<file path="src/rtl/core/fsd_queue.sv">
`default_nettype none
module fsd_queue #(
  parameter int unsigned W = 8
) (
  input  wire          clk_i,
  input  wire          rst_ni,
  input  wire          push_valid_i,
  output logic         push_ready_o,
  input  wire  [W-1:0] push_data_i,
  output logic         pop_valid_o,
  input  wire          pop_ready_i,
  output logic [W-1:0] pop_data_o
);

  logic [W-1:0] entry_q [2];
  logic         wr_ptr_q, rd_ptr_q;
  logic [1:0]   count_q;
  logic         push, pop;

  assign push_ready_o = (count_q != 2'd2);
  assign pop_valid_o  = (count_q != 2'd0);
  assign pop_data_o   = entry_q[rd_ptr_q];
  assign push         = push_valid_i && push_ready_o;
  assign pop          = pop_valid_o && pop_ready_i;

  // Entry storage.
  always_ff @(posedge clk_i) begin
    if (push) begin
      entry_q[wr_ptr_q] <= push_data_i;
    end
  end

  // Pointers and fill count.
  always_ff @(posedge clk_i or negedge rst_ni) begin
    if (!rst_ni) begin
      wr_ptr_q <= 1'b0;
      rd_ptr_q <= 1'b0;
      count_q  <= 2'd0;
    end else begin
      if (push) wr_ptr_q <= ~wr_ptr_q;
      if (pop) rd_ptr_q <= ~rd_ptr_q;
      if (push && !pop) begin
        count_q <= count_q + 2'd1;
      end else if (pop && !push) begin
        count_q <= count_q - 2'd1;
      end
    end
  end

endmodule
`default_nettype wire

</file>
<file path="config.mk">
export PLATFORM = sky130hd
export DESIGN_NAME = fsd_queue
export DESIGN_NICKNAME = d
export VERILOG_FILES = /design/src/rtl/core/fsd_queue.sv
export SDC_FILE = /design/constraint.sdc
export NUM_CORES = 1
export LEC_CHECK = 0
export BUFFER_PORTS_ARGS = -buffer_cell sky130_fd_sc_hd__buf_2
export CORE_MARGIN = 4
export CORE_UTILIZATION = 25
export CTS_BUF_LIST = sky130_fd_sc_hd__clkbuf_8
export DETAILED_ROUTE_END_ITERATION = 7
export GPL_ROUTABILITY_DRIVEN = 1
export SETUP_SLACK_MARGIN = 0.15
export SYNTH_ARGS = -nofsm -noshare
export SYNTH_HDL_FRONTEND = slang
export SYNTH_SLANG_ARGS = --single-unit
</file>
<file path="constraint.sdc">
create_clock -name clk_i -period 3.4 [get_ports clk_i]
set_clock_uncertainty 0.2 [all_clocks]
set_input_delay 0.34 -clock clk_i [delete_from_list [all_inputs] [get_ports clk_i]]
set_output_delay 0.34 -clock clk_i [all_outputs]
set_load 0.005 [all_outputs]
</file>
* Word level (Yosys, flattened, before mapping) *
Memories as Yosys holds them, arrays and structs flattened.
Index checks and enable logic that the tools add are counted.

storage, ports and cells
  register bits = 4
  bits in latches = 0
  bits in writable memories = 16
  ROM bits = 0
  bits of input ports = 12
  output and inout port bits = 10
  memories kept = 1

operators by class
  $add $sub $neg = 2
  $mul = 0
  div/mod/pow operators = 0
  magnitude comparators = 0
  eq/ne operators = 1
  shift operators = 0
  multiplexer cells = 4
  bitwise operators = 2
  reduce and logical (&&, ||, !) cells = 8

memory list
  name     words  bits a word  read ports  clocked after Yosys merged registers in  write ports  RTL line  RTL
  entry_q  2      8            1           0                                        1            15        logic [W-1:0] entry_q [2];

operators by type and width
  operator                                           count
  logical AND 1 bit                                  4
  two-way mux 2 bit                                  2
  nonzero test 2 bit                                 2
  adder 2 x 1 -> 2 bit (second input constant)       1
  logical NOT 1 bit                                  2
  two-way mux 1 bit                                  2
  != test 2 bit (second input constant)              1
  NOT 1 bit                                          2
  subtractor 2 x 1 -> 2 bit (second input constant)  1

* Logic depth before layout (Yosys ltp) *
  depth in word-level cells = 6
  gate-level depth with buffers = 7

* Worst setup path after synthesis *
OpenSTA, ideal clock, no wires.

  path kind = reg-to-reg
  from = reg count_q[0]
  to = mem entry_q[0][0], enable pin
  data arrival time = 1000 ps
  required time = 2830 ps
  setup slack = 1830 ps
  stages on the path, launching flop included = 4
  path buffers = 0
  cells stage by stage = dfrtp_1 -> nand2b_4 -> nand2_1 -> nor2_1

on the way
  longest elaborated chain between the ends = 4

RTL lines
  item                                     RTL line  RTL
  from (decl)                              17        logic [1:0] count_q;
  from (signal assigned)                   43        count_q <= count_q + 2'd1;
  from (signal assigned)                   45        count_q <= count_q - 2'd1;
  != test 2 bit                            20        assign push_ready_o = (count_q != 2'd2);
  via push_ready_o                         8         output logic push_ready_o,
  logical AND 1 bit                        23        assign push = push_valid_i && push_ready_o;
  two-way mux 1 bit                        28        if (push) begin
  two-way mux 1 bit (implied by the code)  29        entry_q[wr_ptr_q] <= push_data_i;
  to (decl)                                15

The timed path passes the listed nets, and every way through them passes these cells.

* Final worst setup path *
  from = reg rd_ptr_q
  to = out pop_data_o[2]

on the way
  longest elaborated chain between the ends = 1

RTL lines
  item                    RTL line  RTL
  from (decl)             16        logic wr_ptr_q, rd_ptr_q;
  from (signal assigned)  41        if (pop) rd_ptr_q <= ~rd_ptr_q;
  memory (2 x 8 bit)      n/a
  to (decl)               12        output logic [W-1:0] pop_data_o

Every way passes these cells.

==> results.cfg <==
[cts]
cts_resized = 0
cts_tree = built
root_buffer = clkbuf_8
cts_made_buffers = 3
h-tree-depth = 1
cts_sinks = 20
path_clk_slew_ns = 0.07
clk_latency_ns = 0.25
clk_path_buf_depth = 2
hold_buffers = 1
cts_setup_buffers = 0

[setup_path]
max_stage_delay_ns = 0.57
start_kind = flip-flop
r2r-start = count_q[0]
crit_chain = mux2_2 > buf_2
path_max_fanout = 9
crit_slowest_cell = dfrtp_1
required_ns = 2.86
worstSetupPathType = reg -> out
crit_start = rd_ptr_q
worstSetupEndpointType = output port
arrival_ns = 1.34

[sta]
setup_tns_ns = 0
max_freq_mhz = 533
min_period_over_period = 0.552
rsz0062_at_grt = false
relSlewSlack = 0.552
final.setup.worst_slack_ns = 1.52
maxSlewViolCount = 0
tightest_slew_ns = 0.669
hold_viol = 0
setup_violations = 0
fin_crit_ns = 1.88

[yosys]
synth_seq_cells = 20
ys_types = 14
post_synth_and_or_nand_nor_area_fraction = 0.0652
synth_top_family_by_area = multiplexers
synthAdderAreaFrac = 0.0159
syn_area_per_cell_um2 = 18.3
mappedNetlistArea_um2 = 787
synth_top_area_cell = edfxtp_1
yosysSeqAreaShare = 0.738
synthXorXnorAreaFrac = 0.0556
syn-num-nets = 56
yosys_warnings = 0
synth_mux_area_frac = 0.114
synth.area.top_cells = edfxtp_1 61%, dfrtp_1 13%, mux2_2 11%, xnor2_1 3.3%, xor2_1 2.2%
yosysTopAreaCellShare = 0.610
netlist_instances = 43
synth_compound_area_frac = 0

[drt]
top_layer = met4
met3_wirelength_um = 129
drt-met1-wl_um = 552
dr.pass1.iters = 2
initialDrtViolationCount = 18
drt-total-wl_um = 1330
drtAntennaViolNets = 0
via_count = 418
detail_route.wl_per_cell_um = 11.8
dr_wl_met2_um = 608
drc = 0
routed_via_density = 3.73

[layout]
fin_util = 0.329
layout_commonest_cell = buf_2
layout.cells.non_filler = 112
finalNetCount = 82
areaGrowthSynthToFinish_pct = 26.7
drive_gt1_frac = 0.515
final_cell_mix = 21 x buf_2, 16 x edfxtp_1, 8 x mux2_2
nFillCells = 292
finalInstanceArea_um2 = 997
antenna_cells = 0

[floorplan]
die_x_um = 64.1
start_util = 0.260
rows = 20
io_pins = 22
die_h_um = 64.1
dieArea_um2 = 4110
core-area_um2 = 3030

[grt]
grt_pass1_wl_um = 2180
grt.overflow.total = 0
grt_antenna_before_repair = 0
grt_pass1_vias = 465
grt_max_degree = 12
track_usage = 0.0757

[place]
dp_slack_ns = 1.63
portBuffers = 21
dpl-instance-area_um2 = 942
dpl.hpwl_um = 1010
dpl.cell_count = 107
gp_congestion = 0.690

[pwr]
power_frac_comb = 0.313
intPower_w = 0.000567
p_sw_w = 0.000225
switching_share = 0.284
peakVddDrop_uv = 228
pwr-share-seq = 0.498
power_density_nw_per_um2 = 794
pwr-share-clk = 0.190
p_leak_nw = 0.399

[outcome]
status = finished, final reports clean

[hold_path]
hold_path.startpoint = push_data_i[5]
hp-class = in -> reg

[job]
drv_cap = 0
## synth_stat cells
master and count:
nand2b_4 1, dfrtp_1 4, edfxtp_1 16, nor2_1 2, mux2_2 8, nand2_1 1, xnor2_1 3, ha_1 1
xor2_1 2, nand2_4 1, buf_2 1, and3_1 1, inv_1 1, or2_4 1
## layer usage
metal  vias to the layer above  global-route usage
li1                        203                   -
met1                       195              0.0799
met2                        16               0.114
met3                         4              0.0404
met4                         0              0.0554
met5                         -                   0
## cells by family (layout without fill, tap and decap cells)
logic type    count (synthesis)  after routing
buf+inv                       2             27
mux                           8              8
simple gates                  7              7
xor+xnor                      5              5
flops                        20             20
fa+ha+maj                     1              1
## power by group through the flow
stage / Combinational, W / Sequential [W] / Clock [W]
final: 0.000248 / 0.000394 / 0.000150
after detailed placement: 0.000254 / 0.000402 / 0
after CTS: 0.000256 / 0.000397 / 0.000156
after global routing: 0.000278 / 0.000406 / 0.000169
after floorplan: 0.000190 / 0.000373 / 0
after global placement: 0.000249 / 0.000399 / 0
## flip-flops by register name, indices dropped and copies added (netlist names)
| signal | count |
|---|---|
| entry_q | 16 |
| count_q | 2 |
| rd_ptr_q | 1 |
| wr_ptr_q | 1 |
## final timing paths
path	slack (ns)	endpoint	cells past startpoint
max	1.52	pop_data_o[2]	2
min	0.07	entry_q[0][5]	1
max reg2reg	1.64	entry_q[0][3]	3
min reg2reg	0.30	wr_ptr_q	1
max in group asynchronous	2.67	rd_ptr_q	2
min in group asynchronous	0.21	count_q[0]	2
## layout make-up
class | count | area, um2 | share of cell area
Inverter | 1 | 3.75 | 0.00376
Tap cell | 44 | 55.1 | 0.0552
Timing Repair Buffer | 22 | 115 | 0.115
Multi-Input combinational cell | 21 | 198 | 0.198
Sequential cell | 20 | 581 | 0.582
Clock inverter | 1 | 3.75 | 0.00376
Clock buffer | 3 | 41.3 | 0.0414
## critical path: cells and delay by family (launching register included)
| kind | cells | cell delay (ns) |
|---|---|---|
| muxes | 1 | 0.38 |
| DFF | 1 | 0.57 |
| buffers and inverters | 1 | 0.13 |
## through the flow
stage	hold slack, ns	total power (W)
after floorplan	-0.156	0.000563
after global placement	-0.0463	0.000648
after detailed placement	-0.0482	0.000655
after CTS	0.0691	0.000809
after global routing	0.0639	0.000853
final	0.0733	0.000792
(Power assumes the default switching activity.)
