## src/rtl/core/fsd_pkg.sv

```systemverilog
`default_nettype none
package fsd_pkg;

  // Default sizes of the line buffer and the frame counters.
  localparam int unsigned MAX_WIDTH_DEF  = 2048;
  localparam int unsigned MAX_HEIGHT_DEF = 4096;
  localparam int unsigned FRAC_BITS_DEF  = 8;

  // Pixel and configuration port widths.
  localparam int unsigned PIXEL_W     = 8;
  localparam int unsigned CFG_IDX_W   = 2;
  localparam int unsigned CFG_DATA_W  = 13;
  localparam int unsigned WIDTH_REG_W = 12;
  localparam int unsigned HEIGHT_REG_W = 13;

  // Register indexes of the configuration port.
  localparam logic [CFG_IDX_W-1:0] REG_FRAME_WIDTH  = 2'd0;
  localparam logic [CFG_IDX_W-1:0] REG_FRAME_HEIGHT = 2'd1;

  // Frame size after reset and the smallest sizes that are used.
  localparam int unsigned RESET_FRAME_WIDTH  = 640;
  localparam int unsigned RESET_FRAME_HEIGHT = 480;
  localparam int unsigned MIN_WIDTH          = 3;
  localparam int unsigned MIN_HEIGHT         = 2;

  // Quantizer levels in integer grey steps.
  localparam int unsigned THRESHOLD   = 127;
  localparam int unsigned WHITE_LEVEL = 255;

  // Diffusion weights in sixteenths.
  localparam int unsigned WEIGHT_RIGHT      = 7;
  localparam int unsigned WEIGHT_DOWN_LEFT  = 3;
  localparam int unsigned WEIGHT_DOWN       = 5;
  localparam int unsigned WEIGHT_DOWN_RIGHT = 1;
  localparam int unsigned WEIGHT_SHIFT      = 4;

  // Position flags of one pixel, worked out by the front end.
  typedef struct packed {
    logic first_col;
    logic first_row;
    logic eol;
    logic last_row;
  } fsd_flags_t;

endpackage
`default_nettype wire

```

## src/rtl/core/fsd_front.sv

```systemverilog
`default_nettype none
module fsd_front #(
  parameter int unsigned MAX_WIDTH  = fsd_pkg::MAX_WIDTH_DEF,
  parameter int unsigned MAX_HEIGHT = fsd_pkg::MAX_HEIGHT_DEF,
  localparam int unsigned XW = $clog2(MAX_WIDTH),
  localparam int unsigned YW = $clog2(MAX_HEIGHT)
) (
  input  wire                              clk_i,
  input  wire                              rst_ni,
  input  wire                              cfg_valid_i,
  output logic                             cfg_ready_o,
  input  wire  [fsd_pkg::CFG_IDX_W-1:0]    cfg_index_i,
  input  wire  [fsd_pkg::CFG_DATA_W-1:0]   cfg_data_i,
  input  wire                              in_valid_i,
  output logic                             in_ready_o,
  input  wire  [fsd_pkg::PIXEL_W-1:0]      pixel_in_i,
  output logic                             push_valid_o,
  input  wire                              push_ready_i,
  output logic [XW-1:0]                    push_x_o,
  output fsd_pkg::fsd_flags_t              push_flags_o,
  output logic [fsd_pkg::PIXEL_W-1:0]      push_pixel_o
);
  import fsd_pkg::*;

  // Clamps a size to its legal range and returns the index of its last element.
  function automatic int unsigned last_of(input int unsigned size, input int unsigned lo,
                                          input int unsigned hi);
    int unsigned s;
    s = size;
    if (s < lo) s = lo;
    if (s > hi) s = hi;
    return s - 1;
  endfunction

  logic [XW-1:0] col_q, col_d, last_col_q, x;
  logic [YW-1:0] row_q, row_d, last_row_q, y;
  logic          eol, last_row, accept;

  assign cfg_ready_o = 1'b1;

  // Counters past a shrunken size are taken as the last position.
  always_comb begin
    x        = (col_q > last_col_q) ? last_col_q : col_q;
    y        = (row_q > last_row_q) ? last_row_q : row_q;
    eol      = (x == last_col_q);
    last_row = (y == last_row_q);
    accept   = in_valid_i && push_ready_i;
    if (eol) begin
      col_d = '0;
      row_d = last_row ? '0 : y + 1'b1;
    end else begin
      col_d = x + 1'b1;
      row_d = y;
    end
  end

  // Classified item goes straight into the queue.
  assign in_ready_o             = push_ready_i;
  assign push_valid_o           = in_valid_i;
  assign push_x_o               = x;
  assign push_pixel_o           = pixel_in_i;
  assign push_flags_o.first_col = (x == '0);
  assign push_flags_o.first_row = (y == '0);
  assign push_flags_o.eol       = eol;
  assign push_flags_o.last_row  = last_row;

  // Position counters and the clamped frame size.
  always_ff @(posedge clk_i or negedge rst_ni) begin
    if (!rst_ni) begin
      col_q      <= '0;
      row_q      <= '0;
      last_col_q <= XW'(last_of(RESET_FRAME_WIDTH, MIN_WIDTH, MAX_WIDTH));
      last_row_q <= YW'(last_of(RESET_FRAME_HEIGHT, MIN_HEIGHT, MAX_HEIGHT));
    end else begin
      if (accept) begin
        col_q <= col_d;
        row_q <= row_d;
      end
      if (cfg_valid_i) begin
        case (cfg_index_i)
          REG_FRAME_WIDTH: begin
            last_col_q <= XW'(last_of(int'(cfg_data_i[WIDTH_REG_W-1:0]), MIN_WIDTH,
                                      MAX_WIDTH));
          end
          REG_FRAME_HEIGHT: begin
            last_row_q <= YW'(last_of(int'(cfg_data_i[HEIGHT_REG_W-1:0]), MIN_HEIGHT,
                                      MAX_HEIGHT));
          end
          default: begin
          end
        endcase
      end
    end
  end

endmodule
`default_nettype wire

```

## config.mk

```make
export PLATFORM = sky130hd
export DESIGN_NAME = fsd_front
export DESIGN_NICKNAME = d
export VERILOG_FILES = /design/src/rtl/core/fsd_pkg.sv /design/src/rtl/core/fsd_front.sv
export SDC_FILE = /design/constraint.sdc
export NUM_CORES = 1
export LEC_CHECK = 0
export BUFFER_PORTS_ARGS = -buffer_cell sky130_fd_sc_hd__clkbuf_2
export CAP_MARGIN = 20
export CORE_UTILIZATION = 35
export CTS_CLUSTER_SIZE = 10
export DETAILED_ROUTE_END_ITERATION = 7
export PLACE_DENSITY = 0.57
export SYNTH_ARGS = -nofsm -noshare
export SYNTH_HDL_FRONTEND = slang
export SYNTH_SLANG_ARGS = --single-unit
```

## constraint.sdc

```tcl
create_clock -name clk_i -period 4.7 [get_ports clk_i]
set_clock_uncertainty 0.1 [all_clocks]
set_input_delay 0 -clock clk_i [delete_from_list [all_inputs] [get_ports clk_i]]
set_output_delay 0 -clock clk_i [all_outputs]
set_load 0.02 [all_outputs]
```

# ---- Yosys cells after proc, flatten, opt, wreduce, memory -nomap -nowiden
# Index checks and enable logic that the tools add are counted.
dict set report totals {
  regBits 46
  in_bits 28
  output_inout_bits 26
  elab_cells 40
}
dict set report op_classes {
  add_sub_neg 4
  n_lt_le_gt_ge 6
  eq_ne 3
  muxes 17
  reduce_logical 6
}
# cell count
set op_table {}
lappend op_table {{$mux 32} 4}
lappend op_table {{$mux 12} 7}
lappend op_table {{$mux 11} 5}
lappend op_table {{$gt 32x12->1 const B} 1}
lappend op_table {{$gt 32x13->1 const B} 1}
lappend op_table {{$lt 13x2->1 const B} 1}
lappend op_table {{$mux 13} 1}
lappend op_table {{$add 12x1->12 const B} 1}
lappend op_table {{$eq 12x12->1} 1}
lappend op_table {{$gt 12x12->1} 1}
lappend op_table {{$logic_not 12->1} 1}
lappend op_table {{$lt 12x2->1 const B} 1}
lappend op_table {{$sub 12x1->12 const B} 1}
lappend op_table {{$add 11x1->11 const B} 1}
lappend op_table {{$eq 11x11->1} 1}
lappend op_table {{$gt 11x11->1} 1}
lappend op_table {{$logic_not 11->1} 1}
lappend op_table {{$sub 11x1->11 const B} 1}
lappend op_table {{$reduce_and 2->1} 2}
lappend op_table {{$eq 2x1->1 const B} 1}
lappend op_table {{$logic_not 2->1} 1}
lappend op_table {{$logic_and 1x1->1} 1}

# ---- Longest topological paths before layout
# Gate-level depths: netlist of the first run.
dict set report depth {
  depth_word 9
  ltp_mapped 15
  depth_no_buf 13
}

# ---- Worst setup path after synthesis of the first run
# Ideal clock, no wire load.
dict set report synth_timing {
  path_kind {register to register}
  start {register last_row_q[4]}
  end {register row_q[10]}
  setup_time_ns 0.122
  arrival_ns 3.223
  slack_ns 1.256
  path_stages_with_launch 16
  period_less_slack_ns 3.444
  cell_sequence {dfstp_2 > clkbuf_1 > inv_1 > ha_1 > a21o_1 > nand3_1 > a21oi_2 > o41ai_4 > buf_4 > mux2i_1 > inv_1 > ha_1 > nand2_1 > nor2_2 > a221o_1 > a32o_1}
}
dict set report synth_via {
  elab_chain_len 5
}
# item line
set synth_lines {}
lappend synth_lines {{from (decl)} fsd_front.sv:36} ;# logic [YW-1:0] row_q, row_d, last_row_q, y;
lappend synth_lines {{from (signal assigned)} fsd_front.sv:73} ;# last_row_q <= YW'(last_of(RESET_FRAME_HEIGHT, MIN_HEIGHT, MAX_HEIGHT));
lappend synth_lines {{from (signal assigned)} fsd_front.sv:86} ;# last_row_q <= YW'(last_of(int'(cfg_data_i[HEIGHT_REG_W-1:0]), MIN_HEIGHT,
lappend synth_lines {{$gt 12x12->1} fsd_front.sv:44} ;# y = (row_q > last_row_q) ? last_row_q : row_q;
lappend synth_lines {{$mux 12} fsd_front.sv:44}
lappend synth_lines {{$add 12x1->12 / $eq 12x12->1 (equally long branches)} {fsd_front.sv:50, fsd_front.sv:46}}
lappend synth_lines {{$mux 12} fsd_front.sv:50} ;# row_d = last_row ? '0 : y + 1'b1;
lappend synth_lines {{$mux 12 (*)} fsd_front.sv:48} ;# if (eol) begin
lappend synth_lines {{to (signal assigned)} fsd_front.sv:77} ;# row_q <= row_d;
lappend synth_lines {{to (decl)} fsd_front.sv:36}
# Every way passes the cells marked *; elsewhere a longest branch is shown, timed or not.
# A chain may end at the register's enable or synchronous reset.

==> summary.md, run 1 <==
| Metric | Value |
|---|---|
| Internal reg-to-reg setup slack | `1.16 ns` |
| Clk slew on worst S/H paths | `0.07 ns` |
| Slew @ Worst Pin | `0.804 ns` |
| Area growth, synth to finish | `10.8%` |
| Worst vdd ir | `177 uV` |
| CP startpoint kind | `flop` |
| Routability cong. | `between 0.8 and 0.9` |
| N_diodes | `0` |
| DRT antenna net count | `0` |
| Routed vias | `4036` |
| Initial antenna violation count | `0` |
| Area leader, netlist | `dfrtp_1` |
| Area of the multi-input gates | `0.00293 mm2` |
| Top FF cell, synth | `dfrtp_1` |
| Pin count of the biggest net entering global routing | `47` |
| EDFF count, synth | `0` |
| Post-synth net total | `590` |
| Reg2reg start | `last_col_q[5]` |
| CP max FO | `15` |
| Placed cell area | `0.00468 mm2` |
| Total GRT Usage | `a little under a fifth` |
| Vias in the first global route | `3801` |
| Post-DP HPWL | `8870 um` |
| Final net count | `612` |
| Total congestion overflow | `0` |
| Leakage power | `2.17 nW` |
| Syn Area/Cell | `8.39 um2` |
| Die width | `115 um` |
| Reg area | `0.00117 mm2` |
| Fin. Hold Viols | `0` |
| # clock sinks | `46` |
| PnR worst setup slack | `1.04 ns` |
| Synth area leaders | `dfrtp_1 (17%), dfstp_2 (9.4%), ha_1 (8.1%), nand2_1 (5.6%), xor2_1 (4.7%)` |
| Die height | `115 um` |
| Final-report setup violation count | `0` |
| Pre-Repair DR Iteration Count | `4` |
| Port bufs | `36` |
| Max-slew violation count | `0` |
| Slowest CP cell | `dfstp_2` |
| TritonCTS clock tree | `yes` |
| Maximum clock rate | `0.273 GHz` |
| Die area | `0.0132 mm2` |
| RSZ-0062 raised after global routing | `false` |
| Post-CTS Setup Bufs | `0` |
| Fraction of layout cells with a size suffix above 1 | `16.9%` |
| Final wirelength | `11700 um` |
| Slew headroom | `45.0%` |
| Worst setup startpoint | `last_col_q[5]` |
| Starting Density | `between 30 and 40%` |
| MaxCap Viol Count | `0` |
| Core area | `between 0.01 and 0.015 mm2` |
| Most frequent cells after synthesis | `nand2_1 (67), inv_1 (41), dfrtp_1 (30)` |
| FF-to-FF End | `col_q[4]` |
| Crit path largest cell delay | `0.57 ns` |
| Cell Rows | `40` |
| Wire per inst | `between 15 and 20 um` |
| Mapped Area | `0.00447 mm2` |
| Sequential area share after synthesis | `between 20% and 30%` |
| Unique masters post-synth | `80` |
| Post-DR vias/cell | `roughly 5.6` |
| Pre-CTS worst setup slack | `approximately 1.2 ns` |
| Status | `completed` |
| Root Driver | `clkbuf_16` |
| Synthesis Warnings | `0` |
| Post-route setup TNS | `0 ns` |
| Final Util | `40.6%` |
| Worst endpoint required time | `4.60 ns` |
| IO Pins | `54` |
| CTS buffer count | `5` |
| Cells along the critical path | `inv_1 -> ha_1 -> nand4_1 -> a211oi_2 -> a2111oi_4 -> nor2_4 -> mux2_2 -> inv_1 -> ha_1 -> nand2_1 -> nor4_1 -> clkbuf_2` |
| Post-Synthesis Cells | `around 530` |
| Max Buffers Root-to-Sink | `2` |
| Count leader, synth | `nand2_1` |
| Fillers | `1266` |
| Async SR Flop Fraction | `between 90% and 100%` |
| Global-route wire length before repair | `19500 um` |
| #FFs+latches synth | `46` |
| Critical path class | `reg -> out` |
| Crit path DAT | `3.56 ns` |
| Pwr/cell area | `between 500 and 600 mW/mm2` |
| Top cell type's share of synthesized area | `16.8%` |
| Hold_ws | `0.0162 ns` |
| Crit path to | `push_flags_o[3]` |
| H-tree levels | `2` |
| Period Utilization, post-route | `77.9%` |
| Tmin final | `3.66 ns` |
| DRC | `0` |
| Clk_lat worst skew | `slightly below 0.3 ns` |
| CP endpoint kind | `primary output` |
| Min-Delay Path Class | `in -> reg` |
| Fin area | `0.00495 mm2` |
| DRT iter0 DRCs | `167` |
| Worst R2R Path Depth | `13` |
==> layout make-up <==
| cell class | instances | share of cell area, % |
|---|---|---|
| multi-input cells | 408 | 59.1 |
| well taps | 168 | 4.24 |
| inverters | 41 | 3.11 |
| repair buffers | 53 | 6.82 |
| clock buffers | 6 | 2.80 |
| clock inverters | 2 | 0.253 |
| flip-flops and latches | 46 | 23.6 |
==> per-stage QoR <==
stage / total power, mW / cells
after floorplan: 2.04 / 533
after global placement: 2.38 / 704
after detailed placement: 2.41 / 704
after CTS: 2.82 / 724
after global routing: 3.03 / 724
final: 2.81 / 724
==> flip-flops by register name (all words and copies together) (netlist names) <==
| signal | count |
|---|---|
| col_q | 11 |
| last_row_q | 12 |
| last_col_q | 11 |
| row_q | 12 |
==> layer usage <==
layer,share of wire (%),GRT usage (%)
met1,49,26.7
met2,45,29.5
met3,4.6,2.53
met4,1.0,4.24
met5,0,0
==> cells in the final DEF (no fill, tap or decap), types with 6 or more instances in the layout <==
cell type / n
nor4_1: 10
inv_1: 41
nand2_1: 67
xnor2_1: 12
nand3_1: 20
dlygate4sd3_1: 12
mux2i_1: 20
o31ai_1: 9
o21ai_0: 26
clkbuf_2: 36
a31oi_1: 6
dfrtp_1: 30
nor2_1: 22
a21oi_1: 23
ha_1: 29
xor2_1: 24
dfstp_2: 16
nor3_1: 15
a22o_1: 7
nand4_1: 14
==> power breakdown <==
group | switching [mW] | internal [mW] | total, mW
logic | 0.962 | 0.705 | 1.67
clock network | 0.164 | 0.211 | 0.375
registers | 0.236 | 0.528 | 0.764
==> kinds of logic after synthesis <==
family / count (synthesis) / synth area share, %
compound gates: 125 / 20.6
xor+xnor: 36 / 7.05
fa+ha+maj: 29 / 8.11
buf+inv: 79 / 8.28
simple gates: 183 / 20.7
mux: 34 / 8.95
other cells: 1 / 0.0839
flops: 46 / 26.2
==> critical path, delay by kind of cell (launching register included) <==
family	cells	cell delay, ns
simple gates	4	1.03
fa+ha+maj	2	0.47
buf+inv	3	0.40
compound gates	2	0.35
flops	1	0.57
mux	1	0.44
==> worst min path at each step <==
| stage | cells past startpoint | end | start | slack [ns] |
|---|---|---|---|---|
| 2_1_floorplan | 0 | col_q[0] | rst_ni | -0.40 |
| 3_3_place_gp | 0 | push_pixel_o[0] | pixel_in_i[0] | -0.1 |
| 3_5_place_dp | 0 | push_pixel_o[0] | pixel_in_i[0] | -0.1 |
| 4_1_cts | 3 | last_row_q[8] | cfg_data_i[8] | 0.009 |
| 5_1_grt | 4 | last_row_q[8] | cfg_data_i[8] | 0.04 |
| 6_report | 3 | last_row_q[8] | cfg_data_i[8] | 0.02 |
==> what timing repair did <==
item / in CTS / in global routing
endpoints found under the hold margin: 41 / 0
setup endpoints to repair: 0 / 0
gates resized for setup: 0 / 0
hold buffers: 12 / 0
No activity file was read; power rests on OpenSTA's default activity.
==> inputs of run 2 (changes only) <==
clock period = 3.4 ns   (was 4.7 ns; I/O delays follow)
==> run 2 against run 1 <==
Compared with the run above:
- setup slack worse by 0.92 ns
- utilization up 2.6 points
- non-clock buffer count up 35
- sequential share of layout area down 1.4 points
- final cell count up 4.8%
- flip-flop and latch count unchanged
- cell area up 6.4%
- combinational power up 66%
- sequential power up 22%
==> summary.md, run 2 (synthesis results as in run 1) <==
| Metric | Value |
|---|---|
| Wire per inst | `16.0 um (-1.2%)` |
| WP buf/inv | `3 (unchanged)` |
| H-tree levels | `2 (unchanged)` |
| Die area | `0.0132 mm2 (unchanged)` |
| Sequential Power Share | `22.1% (-5.1 points)` |
| Total GRT Usage | `18.8% (+0.23 points)` |
| Max Buffers Root-to-Sink | `2 (unchanged)` |
| Cell Int Power | `2.23 mW (+55%)` |
| Internal reg-to-reg setup slack | `0.12 ns (-1.04 ns)` |
| Worst endpoint required time | `3.48 ns (-1.12 ns)` |
| Routability cong. | `0.918 (+8.3%)` |
| Initial antenna violation count | `0 (unchanged)` |
| Slowest CP cell | `dfstp_2` |
| Fin area | `0.00527 mm2 (+6.4%)` |
| Pre-CTS worst setup slack | `0.124 ns (-1.04 ns)` |
| Global-route wire length before repair | `19500 um (+0.14%)` |
| Regs by FF count | `last_row_q (12), row_q (12)` |
| DRC | `0 (unchanged)` |
| CP startpoint kind | `flop` |
| Final net count | `647 (+5.7%)` |
| Root Driver | `clkbuf_16` |
| Starting Density | `36.6% (unchanged)` |
| Slew headroom | `56.5% (+11 points)` |
| Maximum clock rate | `slightly above 0.3 GHz` |
| Pwr/cell area | `798 mW/mm2 (+41%)` |
| Port bufs | `36 (unchanged)` |
| Cell Rows | `40 (unchanged)` |
| Placed cell area | `0.00492 mm2 (+5.1%)` |
| TritonCTS clock tree | `yes` |
| Clk_lat worst skew | `0.29 ns (about the same)` |
| Period Utilization, post-route | `between 90% and 100%` |
| MaxCap Viol Count | `0 (unchanged)` |
| Area growth, synth to finish | `17.9%` |
| Die width | `115 um (unchanged)` |
| Most frequent cells in the layout | `nand2_1 (66), inv_1 (40), buf_4 (39), clkbuf_2 (36), dfrtp_1 (30)` |
| Min-Delay Path Class | `in -> reg` |
| Post-DR vias/cell | `5.48 (-1.8%)` |
| Switching power as a share of total power | `46.9% (-1.6 points)` |
| Crit path DAT | `3.36 ns (-0.20 ns)` |
| Commonest non-fill, non-tap cell in the layout | `nand2_1` |
| Post-route setup TNS | `0 ns (unchanged)` |
| Clk pwr share | `11.7% (-1.7 points)` |
| CP endpoint kind | `flop` |
| Final Util | `43.2% (+2.6 points)` |
| Crit path top cell by count | `ha_4` |
| Final-report setup violation count | `0 (unchanged)` |
| Fin. Hold Viols | `0 (unchanged)` |
| Comb pwr share | `66.2% (+6.8 points)` |
| Worst R2R Path Depth | `14 (+1)` |
| Reg2reg start | `last_row_q[1]` |
| CP Depth | `14 (+2)` |
| Clk slew on worst S/H paths | `0.06 ns (about the same)` |
| Crit path to | `row_q[10]` |
| Total congestion overflow | `0 (unchanged)` |
| Tmin final | `3.28 ns` |
| Critical path class | `reg -> reg` |
| CTS buffer count | `5 (unchanged)` |
| Fraction of layout cells with a size suffix above 1 | `23.2% (+6.3 points)` |
| Core area | `0.0122 mm2 (unchanged)` |
| DRT iter0 DRCs | `200 (+20%)` |
| FF-to-FF End | `row_q[10]` |
| PnR worst setup slack | `0.118 ns (-0.920 ns)` |
| # clock sinks | `46 (unchanged)` |
| Vias in the first global route | `3764 (-0.97%)` |
| DRT antenna net count | `0 (unchanged)` |
| Final wirelength | `12100 um (+3.5%)` |
| Max-slew violation count | `0 (unchanged)` |
| Die height | `115 um (unchanged)` |
| Crit path max-delay family | `compound AO/OA/AOI/OAI gates` |
| Worst setup startpoint | `last_row_q[1]` |
| Routed vias | `4156 (+3.0%)` |
| N_diodes | `0 (unchanged)` |
| Status | `completed` |
| IO Pins | `54 (unchanged)` |
| CP max FO | `4 (-11)` |
| Psw | `1.97 mW (+45%)` |
| Crit path largest cell delay | `0.56 ns (about the same)` |
| Pre-Repair DR Iteration Count | `4 (unchanged)` |
| Post-DP HPWL | `9480 um (+6.9%)` |
| Worst vdd ir | `309 uV (+75%)` |
| Total power | `4.21 mW (+50%)` |
| Slew @ Worst Pin | `0.636 ns (-0.168 ns)` |
| Leakage power | `2.34 nW (+8.0%)` |
| Cells along the critical path | `inv_1 -> ha_4 -> nor2b_1 -> o211ai_1 -> a211oi_2 -> o41ai_4 -> buf_4 -> mux2i_4 -> inv_2 -> ha_4 -> nand2_4 -> nor2_2 -> a221o_1 -> a32o_1` |
| Pin count of the biggest net entering global routing | `32 (-32%)` |
run 2: cell types whose count changed in the layout (fill, tap and decap cells not counted), sizes merged:
| cell | delta |
|---|---|
| clkinv | -1 |
| clkbuf | +1 |
| buf | +36 |
| dlygate4sd3 | -1 |
run 2: power by group through the flow:
stage | combinational (mW) | clock, mW | sequential, mW
2_1_floorplan | 1.90 | 0 | 0.920
3_3_place_gp | 2.58 | 0 | 0.929
3_5_place_dp | 2.61 | 0 | 0.927
4_1_cts | 2.65 | 0.507 | 0.921
5_1_grt | 3.05 | 0.523 | 0.953
6_report | 2.78 | 0.493 | 0.931
run 2: through the flow:
stage / hold slack, ns / std cells
finish: 0.0194 / 759
global route: 0.0344 / 759
CTS: 0.00427 / 755
detailed placement: -0.0999 / 736
global placement: -0.0999 / 736
floorplan: -0.396 / 533
run 2: final cells by class:
class / instances / area (um2)
flip-flops and latches: 46 / 1170
multi-input cells: 408 / 2990
fillers: 1245 / 6940
repair buffers: 88 / 606
clock buffers: 7 / 133
inverters: 41 / 154
clock inverters: 1 / 7.51
well taps: 168 / 210
run 2: worst min-delay path by stage:
stage / from / to / slack (ns) / cells past startpoint
floorplan: rst_ni / col_q[0] / -0.40 / 0
global placement: pixel_in_i[0] / push_pixel_o[0] / -0.1 / 0
detailed placement: pixel_in_i[0] / push_pixel_o[0] / -0.1 / 0
CTS: cfg_data_i[8] / last_row_q[8] / 0.004 / 3
global route: cfg_data_i[8] / last_row_q[8] / 0.03 / 3
finish: cfg_data_i[8] / last_row_q[8] / 0.02 / 3
run 2: what timing repair did:
item,4_1_cts,5_1_grt
endpoints found under the setup margin,0,7
resized for setup,0,15
setup buffers,0,4
endpoints found under the hold margin,29,0
hold buffers,11,0
run 2: tightest hold or removal path, stage by stage:
cell and delay [ns]:
clkbuf_2 0.14, a21oi_1 0.18, o41ai_2 0.09
run 2: routing by layer:
metal	up-vias	track usage, %	part of all wire [%]
met4	0	5.37	1.6
met3	18	3.00	5.2
met5	-	0	0
met1	1975	27.0	49
met2	125	29.1	44
li1	2038	-	-
==> inputs of run 3 (changes only) <==
CAP_MARGIN = 40   (was 20)
CORE_ASPECT_RATIO = 1.25   (was unset)
CTS_BUF_LIST = sky130_fd_sc_hd__clkbuf_16   (was unset)
==> run 3 against run 2 <==
Compared with the run above:
- global-route usage up 0.079 points
- final cell count down 1.8%
- combinational power down 3%
- critical path depth down 3
- hold slack worse by 0.0042 ns
==> summary.md, run 3 (synthesis results as in run 1) <==
| Metric | Value |
|---|---|
| Commonest non-fill, non-tap cell in the layout | `nand2_1` |
| Pre-CTS worst setup slack | `0.0110 ns (-0.113 ns)` |
| Port bufs | `36 (unchanged)` |
| Post-CTS Setup Bufs | `0 (unchanged)` |
| Die area | `0.0132 mm2 (about the same)` |
| Initial antenna violation count | `0 (unchanged)` |
| FF-to-FF End | `row_q[11]` |
| Worst endpoint required time | `3.30 ns (-0.18 ns)` |
| Tmin final | `3.25 ns (-0.0271 ns)` |
| Wire per inst | `16.1 um (+0.82%)` |
| IO Pins | `54 (unchanged)` |
| Min-Delay Path Class | `in -> reg` |
| Crit path largest cell delay | `0.59 ns (+0.03 ns)` |
| N_diodes | `0 (unchanged)` |
| Final Util | `42.5% (-0.71 points)` |
| Reg area | `0.00117 mm2 (unchanged)` |
| Slew headroom | `45.1% (-11 points)` |
| Placed cell area | `0.00489 mm2 (-0.76%)` |
| Grt peak-use layer | `met2` |
| Reg2reg start | `last_row_q[7]` |
| Worst vdd ir | `327 uV (+5.8%)` |
| Area of the multi-input gates | `0.00297 mm2 (-0.59%)` |
| Leakage power | `2.32 nW (-1.2%)` |
| GR Layer Usage met2 | `30.7% (+1.6 points)` |
| Post-DR vias/cell | `5.53 (+1.1%)` |
| Worst R2R Path Depth | `10 (-4)` |
| Post-route setup TNS | `0 ns (unchanged)` |
| Clk_lat worst skew | `0.29 ns (about the same)` |
| H-tree levels | `2 (unchanged)` |
| Final wirelength | `12000 um (-1.0%)` |
| DRT antenna net count | `0 (unchanged)` |
| Routability cong. | `0.887 (-3.4%)` |
| M3 GR Usage | `2.44% (-0.56 points)` |
| Max Buffers Root-to-Sink | `2 (unchanged)` |
| Clk slew on worst S/H paths | `0.06 ns (about the same)` |
| Hold Path Stages | `3 (unchanged)` |
| Core area | `0.0123 mm2 (+0.51%)` |
| Period Utilization, post-route | `95.7% (-0.80 points)` |
| TritonCTS clock tree | `yes` |
| Critical path class | `reg -> out` |
| Hold Path Origin | `cfg_data_i[8]` |
| Fin area | `0.00521 mm2 (-1.1%)` |
| CP startpoint kind | `flop` |
| Pwr/cell area | `809 mW/mm2 (+1.4%)` |
| Fillers | `1245 (unchanged)` |
| Die height | `128 um (+12%)` |
| Hold path endpoint | `last_row_q[8]` |
| Internal reg-to-reg setup slack | `0.16 ns (+0.04 ns)` |
| Total GRT Usage | `18.9% (+0.079 points)` |
| PnR worst setup slack | `0.145 ns (+0.0271 ns)` |
| Fraction of layout cells with a size suffix above 1 | `21.3% (-1.8 points)` |
| Starting Density | `36.4% (-0.19 points)` |
| RSZ-0062 raised after global routing | `true` |
| # clock sinks | `46 (unchanged)` |
| MaxCap Viol Count | `0 (unchanged)` |
| Final net count | `637 (-1.5%)` |
| Total congestion overflow | `0 (unchanged)` |
| Slowest CP cell | `dfstp_2` |
| Final-report setup violation count | `0 (unchanged)` |
| Global-route wire length before repair | `19700 um (+0.78%)` |
| CTS buffer count | `5 (unchanged)` |
| Max-slew violation count | `0 (unchanged)` |
| Maximum clock rate | `0.307 GHz (+0.83%)` |
| Vias in the first global route | `3957 (+5.1%)` |
| Slew @ Worst Pin | `0.822 ns (+0.186 ns)` |
| Crit path DAT | `3.15 ns (-0.21 ns)` |
| Pre-Repair DR Iteration Count | `4 (unchanged)` |
| DRT iter0 DRCs | `233 (+17%)` |
| Met1 Resource Use GR | `25.9% (-1.1 points)` |
| CP endpoint kind | `primary output` |
| Crit path top cell by count | `buf_4` |
| Fin. Hold Viols | `0 (unchanged)` |
| Most frequent cells in the layout | `nand2_1 (67), inv_1 (43), clkbuf_2 (34), dfrtp_1 (30)` |
| Status | `completed` |
| DRC | `0 (unchanged)` |
| Post-DP HPWL | `9330 um (-1.6%)` |
| Root Driver | `clkbuf_16` |
| Regs by FF count | `last_row_q (12), row_q (12)` |
| Pin count of the biggest net entering global routing | `33 (+3.1%)` |
| Non-filler instance count after layout | `745 (-1.8%)` |
| Cell Rows | `45 (+13%)` |
| Cells along the critical path | `inv_1 -> ha_1 -> a21oi_1 -> o21ai_1 -> a2111oi_4 -> nor2_4 -> buf_4 -> mux2i_2 -> nand3_1 -> nor4_2 -> buf_4` |
| Die width | `103 um (-10%)` |
| Area growth, synth to finish | `16.6%` |
| CP max FO | `6 (+2)` |
| Dpl cells | `726 (-1.4%)` |
| Routed vias | `4123 (-0.79%)` |
==> run 3: worst max-delay path, delay by kind of cell (launching register included) <==
kind | cells | cell delay [ns]
muxes | 1 | 0.31
AOI/OAI and AO/OA | 3 | 0.78
DFF | 1 | 0.59
and+or+nand+nor | 3 | 0.44
adders and majority gates | 1 | 0.31
buffers and inverters | 3 | 0.44
==> run 3: final cells by class <==
cell class | count | area share [%]
timing repair buffer | 78 | 10.5
clock buffer | 5 | 2.40
inverter | 41 | 2.95
multi-input combinational | 408 | 57.1
tap | 164 | 3.94
sequential | 46 | 22.5
clock inverter | 3 | 0.720
==> run 3: metal layers <==
layer  vias up  routed length [um]  part of all wire [%]
met5         -                   0                     0
met3        15                 624                   5.2
li1       2012                   -                     -
met1      1952                5620                    47
met2       144                5510                    46
met4         0                 235                   2.0
==> run 3: worst max path at each step <==
| stage | from | end | slack, ns | cells past startpoint |
|---|---|---|---|---|
| 4_1_cts | last_row_q[7] | row_q[11] | 0.006 | 10 |
| 5_1_grt | last_col_q[6] | push_flags_o[3] | -0.06 | 12 |
| 3_5_place_dp | last_row_q[7] | row_q[11] | 0.01 | 10 |
| 6_report | last_col_q[6] | push_flags_o[3] | 0.15 | 11 |
| 2_1_floorplan | last_row_q[7] | row_q[10] | 0.01 | 13 |
| 3_3_place_gp | last_row_q[3] | row_q[11] | 0.1 | 10 |
==> run 3: report_power, final <==
| part | total, mW | switching [mW] | internal (mW) |
|---|---|---|---|
| clock | 0.552 | 0.210 | 0.342 |
| combinational | 2.71 | 1.53 | 1.18 |
| sequential | 0.955 | 0.223 | 0.732 |
==> run 3: through the flow <==
stage	hold WS (ns)	total power, mW
after floorplan	-0.396	2.82
after global placement	-0.0999	3.51
after detailed placement	-0.0999	3.55
after CTS	0.0107	4.14
after global routing	0.0453	4.53
final	0.0152	4.22
==> run 3: repair_timing <==
| item | CTS | global route |
|---|---|---|
| hold endpoints to repair | 56 | 0 |
| gates resized for setup | 0 | 14 |
| hold buffers | 11 | 0 |
| setup endpoints to repair | 0 | 9 |
